**src/rtl/stl_pkg.sv**
```systemverilog
// Shared types and constants for the sorted software timer list.
package stl_pkg;

  localparam int unsigned NUM_SLOTS = 64;
  localparam int unsigned ID_W      = 6;
  localparam int unsigned CELLS     = NUM_SLOTS - 1;
  localparam int unsigned CNT_W     = 6;

  // One timer as it sits in a cell
  typedef struct packed {
    logic            valid;
    logic [ID_W-1:0] id;
    logic [31:0]     dl;
    logic [31:0]     rl;
  } entry_t;

  // List cell commands
  localparam logic [1:0] LC_HOLD  = 2'd0;
  localparam logic [1:0] LC_INS   = 2'd1;
  localparam logic [1:0] LC_SHIFT = 2'd2;

  // Pending queue cell commands
  localparam logic [1:0] PC_HOLD  = 2'd0;
  localparam logic [1:0] PC_PUSH  = 2'd1;
  localparam logic [1:0] PC_SHIFT = 2'd2;

  // Result kinds
  localparam logic KIND_SET    = 1'b0;
  localparam logic KIND_EXPIRE = 1'b1;

endpackage

```
**src/rtl/stl_pend.sv**
```systemverilog
// One cell of the queue of fired periodic timers awaiting re-insertion.
module stl_pend (
  input  logic              clk_i,
  input  logic [1:0]        cmd_i,
  input  logic              sel_i,
  input  stl_pkg::entry_t   in_i,
  input  stl_pkg::entry_t   right_i,
  output stl_pkg::entry_t   ent_o
);

  stl_pkg::entry_t ent_q;

  // Write on push when selected, take right neighbor on shift
  always_ff @(posedge clk_i) begin
    case (cmd_i)
      stl_pkg::PC_PUSH: begin
        if (sel_i) begin
          ent_q <= in_i;
        end
      end
      stl_pkg::PC_SHIFT: ent_q <= right_i;
      default: ent_q <= ent_q;
    endcase
  end

  assign ent_o = ent_q;

endmodule

```
**config.mk**
```make
export PLATFORM = sky130hd
export DESIGN_NAME = stl_pend
export DESIGN_NICKNAME = d
export VERILOG_FILES = /design/src/rtl/stl_pkg.sv /design/src/rtl/stl_pend.sv
export SDC_FILE = /design/constraint.sdc
export NUM_CORES = 1
export LEC_CHECK = 0
export ABC_AREA = 1
export BUFFER_PORTS_ARGS = -buffer_cell sky130_fd_sc_hd__buf_4
export CAP_MARGIN = 20
export CORE_UTILIZATION = 45
export DETAILED_ROUTE_END_ITERATION = 6
export PLACE_DENSITY = 0.95
export SLEW_MARGIN = 20
export SYNTH_ARGS = -nofsm -noshare
export SYNTH_HDL_FRONTEND = slang
export SYNTH_SLANG_ARGS = --single-unit
export TNS_END_PERCENT = 30
```
**constraint.sdc**
```tcl
create_clock -name clk_i -period 14.12 [get_ports clk_i]
set_clock_uncertainty 0.05 [all_clocks]
set_input_delay 2.118 -clock clk_i [delete_from_list [all_inputs] [get_ports clk_i]]
set_output_delay 2.118 -clock clk_i [all_outputs]
set_load 0.02 [all_outputs]
```
==> results_dict.tcl <==
set metrics [dict create \
    antenna_cells 0 \
    critPathKind "in2reg" \
    synth_edf_count 71 \
    instances_no_fill 618 \
    syn-num-nets 456 \
    tns_ns 0 \
    cp.required_ns 14.03 \
    drv_cap 0 \
    drt-vias-per-instance 4.95 \
    worstMarginPinSlew_ns 1.06 \
    post_cts_resize_count 0 \
    ys_ff_latch 71 \
    cp_cell_sequence "buf_4 > inv_2 > buf_4 > nand2_4 > o21ai_4 > buf_4" \
    gp_congestion 0.812 \
    cts_sinks 71 \
    holdWs_ns 2.00 \
    netlist_area_um2 3170 \
    async_reset_ff_share_pct 0 \
    cp_top_family "buffers and inverters" \
    io_buffers 216 \
    maxSlewViolCount 0 \
    clock.fmax_mhz 208 \
    route.detailed.drc 0 \
    ys_warn_count 0 \
    cpMostUsedCell "buf_4" \
    yosysTopAreaCell "edfxtp_1" \
    hold_viol 0 \
    row_count 30 \
    syn_inst 310 \
    antenna_found_initial 0 \
    grt_pass1_vias 2816 \
    yosys-top-cells-count "143 x nand2_1, 71 x edfxtp_1, 71 x nand3_1" \
    cts.clk_slew.worst_paths_ns 0.07 \
    grt_pass1_wl_mm 13.1 \
    holdCritStartpoint "in_i[47]" \
    htreeDepth 3 \
    worstPathArrival_ns 4.73 \
    power_uw 542 \
    die_area_um2 7390 \
    rsz0062_at_grt "no" \
    crit_path_start_kind "input port" \
    cts_buffers 9 \
    hold_depth 3 \
    largest_register_ffs 71 \
    wl_mm 8.98 \
    hold_path_class "in2reg" \
    grt_max_degree 74 \
    ys_seq_area_share_pct 67.2 \
    status "completed" \
    yosysMostFrequentCell "nand2_1" \
    cts_post_setup_buffers_inserted 0 \
    synth_cell_types 8 \
    post-route-period-util_pct 34.1 \
    antenna_left 0 \
    area_growth_pct 57.2 \
    nNetsFinal 663 \
    grt_usage_pct 23.6 \
    pin_count 217 \
    worstPathBufferInverterCount 4 \
    wl_per_cell_um 14.5 \
    die_x_um 86.0 \
    critPathMaxFanout 72 \
    initial_core_util_pct 46.7 \
    routed-via-count 3058 \
    cp_slowest_stage_delay_ns 0.61 \
    ir_drop_uv 61.9 \
    fin_crit_ns 4.82 \
    powerDensity_nw_per_um2 109 \
    synth.area.top_cells "edfxtp_1 67%, nand2_1 17%, nand3_1 11%" \
    setup_viol 0 \
    leakagePower_nw 2.44 \
    worstHoldEndpoint "ent_o[47]$_DFFE_PP_" \
    dp.cells 602 \
    hold_buffers 0 \
    dr.pass1.iters 5 \
    end_kind "flip-flop" \
    drt_iter0_drc 179 \
    globalRouteOverflowTotal 0 \
    die_h_um 86.0 \
    cts_root_buf "clkbuf_8" \
    synth.top_cell.area_share_pct 67.2 \
    synthFlopType "edfxtp_1" \
    dpl.hpwl_mm 6.51 \
    max_slew_margin_pct 29.2 \
    drive_gt1_share_pct 44.6 \
    cp_slowest_cell "o21ai_4" \
    max-clock-path-buffers 2 \
    cts_tree "yes" \
    avgSynthCellArea_um2 10.2 \
    core-area_um2 6790 \
]
[where the power goes]
part / internal, mW / leakage [nW] / switching, mW
Sequential: 0.259 / 0.670 / 0.00639
Clock: 0.0794 / 0.0925 / 0.0717
Combinational: 0.0590 / 1.67 / 0.0671
Total: 0.397 / 2.44 / 0.145
[per-stage QoR]
stage	area, um^2	util, %	setup WS (ns)
after floorplan	3170	-	6.19
after global placement	4810	70.8	9.22
after global routing	4990	73.5	9.17
after CTS	4990	73.5	9.41
after detailed placement	4810	70.8	9.06
final	4990	73.5	9.30
[layout make-up]
| type | instances | area (um^2) |
|---|---|---|
| well taps | 96 | 120 |
| fillers | 473 | 1800 |
| clock inverters | 6 | 51.3 |
| flip-flops and latches | 71 | 2130 |
| multi-input cells | 216 | 920 |
| clock buffers | 10 | 128 |
| repair buffers | 218 | 1640 |
| inverters | 1 | 3.75 |
[cells in the final DEF (no fill, tap or decap)]
cell type / count
buf_4: 218
bufinv_16: 1
clkbuf_1: 1
clkbuf_8: 9
clkinv_1: 3
clkinv_2: 2
edfxtp_1: 71
inv_2: 1
nand2_1: 143
nand2_4: 1
nand3_1: 71
o21ai_4: 1
[logic make-up (layout without fill, tap and decap cells)]
| logic type | after synthesis | in the layout | share of synthesized area [%] |
|---|---|---|---|
| AND/OR/NAND/NOR | 215 | 215 | 28.5 |
| flip-flops | 71 | 71 | 67.2 |
| buffers and inverters | 23 | 235 | 4.22 |
| AO/OA/AOI/OAI | 1 | 1 | 0.158 |
[per-layer routing]
layer  wire, um  global-route usage [%]
met5          0                       0
met4        315                    11.7
met3        763                    7.31
met2       4830                    42.7
met1       3080                    24.8
[how the worst max path moves through the flow]
| stage | from | depth (start not counted) | end | slack, ns |
|---|---|---|---|---|
| 2_1_floorplan | cmd_i[1] | 2 | ent_o[0]$_DFFE_PP_ | 6.19 |
| 3_3_place_gp | cmd_i[0] | 6 | ent_o[60]$_DFFE_PP_ | 9.22 |
| 3_5_place_dp | cmd_i[0] | 6 | ent_o[47]$_DFFE_PP_ | 9.06 |
| 4_1_cts | cmd_i[0] | 6 | ent_o[43]$_DFFE_PP_ | 9.41 |
| 5_1_grt | cmd_i[0] | 6 | ent_o[52]$_DFFE_PP_ | 9.17 |
| 6_report | cmd_i[0] | 6 | ent_o[39]$_DFFE_PP_ | 9.30 |
[worst min-delay path: cells and delay by family]
kind,cells,cell delay (ns)
buffers and inverters,1,0.08
and+or+nand+nor,2,0.08
Note: power is estimated with default switching activity, not from simulation.
