<file path="src/rtl/stl_pkg.sv">
// Shared types and constants for the sorted software timer list.
package stl_pkg;

  localparam int unsigned NUM_SLOTS = 64;
  localparam int unsigned ID_W      = 6;
  localparam int unsigned CELLS     = NUM_SLOTS - 1;
  localparam int unsigned CNT_W     = 6;

  // One timer as it sits in a cell
  typedef struct packed {
    logic            valid;
    logic [ID_W-1:0] id;
    logic [31:0]     dl;
    logic [31:0]     rl;
  } entry_t;

  // List cell commands
  localparam logic [1:0] LC_HOLD  = 2'd0;
  localparam logic [1:0] LC_INS   = 2'd1;
  localparam logic [1:0] LC_SHIFT = 2'd2;

  // Pending queue cell commands
  localparam logic [1:0] PC_HOLD  = 2'd0;
  localparam logic [1:0] PC_PUSH  = 2'd1;
  localparam logic [1:0] PC_SHIFT = 2'd2;

  // Result kinds
  localparam logic KIND_SET    = 1'b0;
  localparam logic KIND_EXPIRE = 1'b1;

endpackage

</file>
<file path="src/rtl/stl_cell.sv">
// One cell of the sorted timer chain: holds a timer, inserts or shifts left.
module stl_cell (
  input  logic              clk_i,
  input  logic              rst_ni,
  input  logic [1:0]        cmd_i,
  input  stl_pkg::entry_t   new_i,
  input  stl_pkg::entry_t   left_i,
  input  logic              left_ins_i,
  input  stl_pkg::entry_t   right_i,
  output stl_pkg::entry_t   ent_o,
  output logic              ins_o
);

  stl_pkg::entry_t ent_q, ent_d;

  // Insert point: empty cell or new deadline not above ours
  assign ins_o = !ent_q.valid || (new_i.dl <= ent_q.dl);

  // Pick next contents
  always_comb begin
    ent_d = ent_q;
    case (cmd_i)
      stl_pkg::LC_INS: begin
        if (left_ins_i) begin
          ent_d = left_i;
        end else if (ins_o) begin
          ent_d = new_i;
        end
      end
      stl_pkg::LC_SHIFT: ent_d = right_i;
      default: ent_d = ent_q;
    endcase
  end

  // Hold the entry, empty under reset
  always_ff @(posedge clk_i or negedge rst_ni) begin
    if (!rst_ni) begin
      ent_q <= '0;
    end else begin
      ent_q <= ent_d;
    end
  end

  assign ent_o = ent_q;

endmodule

</file>
<file path="config.mk">
export PLATFORM = sky130hd
export DESIGN_NAME = stl_cell
export DESIGN_NICKNAME = d
export VERILOG_FILES = /design/src/rtl/stl_pkg.sv /design/src/rtl/stl_cell.sv
export SDC_FILE = /design/constraint.sdc
export NUM_CORES = 1
export LEC_CHECK = 0
export BUFFER_PORTS_ARGS = -buffer_cell sky130_fd_sc_hd__buf_2
export CORE_MARGIN = 10
export CORE_UTILIZATION = 44
export CTS_BUF_LIST = sky130_fd_sc_hd__clkbuf_8
export DETAILED_ROUTE_END_ITERATION = 16
export MAX_ROUTING_LAYER = met4
export PLACE_DENSITY = 0.76
export SLEW_MARGIN = 25
export SYNTH_ARGS = -nofsm -noshare
export SYNTH_HDL_FRONTEND = slang
export SYNTH_SLANG_ARGS = --single-unit
</file>
<file path="constraint.sdc">
create_clock -name clk_i -period 3.3 [get_ports clk_i]
set_input_delay 0.66 -clock clk_i [delete_from_list [all_inputs] [get_ports clk_i]]
set_output_delay 0.66 -clock clk_i [all_outputs]
set_load 0.02 [all_outputs]
</file>
==> run summary <==
Setup CP Type - flip-flop to primary output
power per cell area - 409 nW/um^2
# rows - 44
Buffers on Ports - 289
setup_tns - 0 ns
clk slew on worst S/H paths - 0.07 ns
Chip Width - 141 microns
Global Route met1 Usage - 27.5%
R2R setup slack - 0.25 ns
CTS buffer count - 9
CP max FO - 4
HP Class - primary input to async pin
M2 GR Usage - 33.8%
Arr. time, crit path - 2.57 ns
grt peak-use layer - met2
pin count of the biggest net entering global routing - 94
grt ovf - 0
WL final - 22.1 mm
Die Span Y - 141 microns
commonest non-fill, non-tap cell in the layout - buf_2
Avg Inst Size Synth - 9.32 sq um
switching share of power - 39.9%
GPL Wtd Cong - 0.818
H-tree lvl count - 3
NetSw - 1.34 mW
grt met3 use - 4.64%
Slew Limit Fails - 0
Clk pwr share - 18.8%
Syn-to-layout area delta - 27.8%
DRC - 0
P_leak - 3.95 nW
clk_skew - 0.00690 ns
syn nets - 940
ys flop type - dfrtp_1
Period minus WS final - 3.23 ns
I/O Pins - 290
# fillers - 1,336
drt initial violations - 419
Synth top area share - 27.6%
number of flops mapped to enable cells by yosys - 0
R2R cell count - 9
All-Layer GR Usage - 21.6%
hpwl dp - 16.2 mm
Yosys reg bits - 71
Core Area - 14,400 sq um
initial antenna violation count - 1
Int Power - 2.02 mW
root buf cell - clkbuf_8
layout net count - 1,191
Worst setup EP type - primary output
library cells used by synthesis - 34
total power draw - 3.36 mW
final setup vio count - 0
first-pass GRT wire length - 34.5 mm
status - finished clean
TritonRoute pass-1 iters - 5
routed vias - 6,689
RSZ-0062 raised after global routing - yes
Vias/cell - 5.92
TritonCTS clock tree - yes
Clock Path Buffers - 2
CTS Hold Bufs - 0
CP startpoint kind - flip-flop
Yosys warnings - 0
Post-Syn Area - 6430 sq um
Clock Latency Late Sink - 0.36 ns
Seq pwr share - 35.5%
DR WL/cell - 19.5 microns
Area contributors post-synth - dfrtp_1, a221o_1, mux2_2
cells after synthesis - 690
Clock Sinks - 71
Final Cycle Share - 97.8%
Crit Reg-Reg Startpoint - ent_o[50]
full die area - 19,800 sq um
Final Hold Viols - 0
Initial Utilization - 44.6%
final cell utilization of the core - 57.0%
Post-synth ARST share - 100%
Final ANT Viol Nets - 0
Max VDD drop - 230 uV
commonest non-fill, non-tap cells in the layout - buf_2, a21oi_1, a221o_1, dfrtp_1
fraction of layout cells with a size suffix above 1 - 42.1%
Reg-to-Reg End - ent_o[26]
f_max - 310 MHz
Slew headroom - 48.8%
Max Cap Violations - 0
Largest register FFs - 71
worst endpoint required time - 2.64 ns
actual slew at the worst max-slew pin - 0.768 ns
sequential share of the synthesized area - 27.6%
Gate power share - 45.8%
vias in the first global route - 6,566
area leader, netlist - dfrtp_1
## metrics by stage
| stage | cells | hold slack [ns] | cell area, sq um | worst slack [ns] |
|---|---|---|---|---|
| 6_report | 1129 | 0.313 | 8220 | 0.0730 |
| 4_1_cts | 1126 | 0.477 | 8180 | 0.0181 |
| 3_3_place_gp | 1110 | 0.538 | 8000 | 0.00583 |
| 3_5_place_dp | 1110 | 0.542 | 8000 | -0.0538 |
| 5_1_grt | 1129 | 0.374 | 8220 | -0.0516 |
| 2_1_floorplan | 690 | 0.364 | 6430 | 0.420 |
## area by class of cell
class | count | area [sq um] | area share (%)
Multi-Input combinational cell | 508 | 4200 | 51.1
Clock buffer | 11 | 151 | 1.84
Antenna cell | 1 | 2.50 | 0.0304
Tap cell | 184 | 230 | 2.80
Inverter | 44 | 165 | 2.01
Clock inverter | 3 | 12.5 | 0.152
Sequential cell | 71 | 1780 | 21.6
Timing Repair Buffer | 307 | 1680 | 20.4
## per-layer routing
layer | up-vias | wire length (microns)
met5 | - | 0
met4 | 0 | 414
met3 | 27 | 1600
met2 | 262 | 10300
met1 | 3182 | 9730
li1 | 3218 | -
## cell families after synthesis
group	share of synthesized area (%)
AOI/OAI and AO/OA	30.1
adders and majority gates	6.23
and+or+nand+nor	9.07
buffers and inverters	7.30
DFF	27.6
muxes	19.7
## how the worst max path moves through the flow
| stage | start | slack (ns) | to | cells after the start |
|---|---|---|---|---|
| 2_1_floorplan | new_i[62] | 0.42 | ins_o | 5 |
| 3_3_place_gp | new_i[51] | 0.006 | ins_o | 7 |
| 3_5_place_dp | new_i[51] | -0.05 | ins_o | 7 |
| 4_1_cts | ent_o[49] | 0.02 | ins_o | 7 |
| 5_1_grt | ent_o[50] | -0.05 | ins_o | 7 |
| 6_report | ent_o[50] | 0.07 | ins_o | 7 |
## worst max-delay path: stages, from the launching register on
cell     delay [ns]
dfrtp_1        0.41
inv_2          0.07
ha_4           0.26
nand4_1        0.20
or4_4          0.61
o41a_1         0.42
o21ai_2        0.10
buf_6          0.14
## synth_stat cells, drive strengths merged (2+ instances only)
master and count:
a211o 2, a21oi 74, a221o 71, a311oi 60, buf 15, clkbuf 52, dfrtp 71, ha 32
inv 44, mux2 59, mux2i 60, nand2 30, nand2b 5, nand4 7, nor2 22, nor2b 42
o211ai 2, o21ai 18, o221a 11
## power by group through the flow
| stage | sequential, mW | combinational [mW] | clock (mW) |
|---|---|---|---|
| after floorplan | 1.37 | 0.796 | 0 |
| after global placement | 1.20 | 1.50 | 0 |
| after detailed placement | 1.21 | 1.52 | 0 |
| after CTS | 1.19 | 1.54 | 0.656 |
| after global routing | 1.22 | 1.69 | 0.694 |
| final | 1.19 | 1.54 | 0.631 |
## timing repair
action / 4_1_cts / 5_1_grt
resized for setup: 3 / 3
setup buffers: 2 / 2
endpoints found under the setup margin: 1 / 1
pin swaps: 2 / 4
No activity file was read; power rests on OpenSTA's default activity.
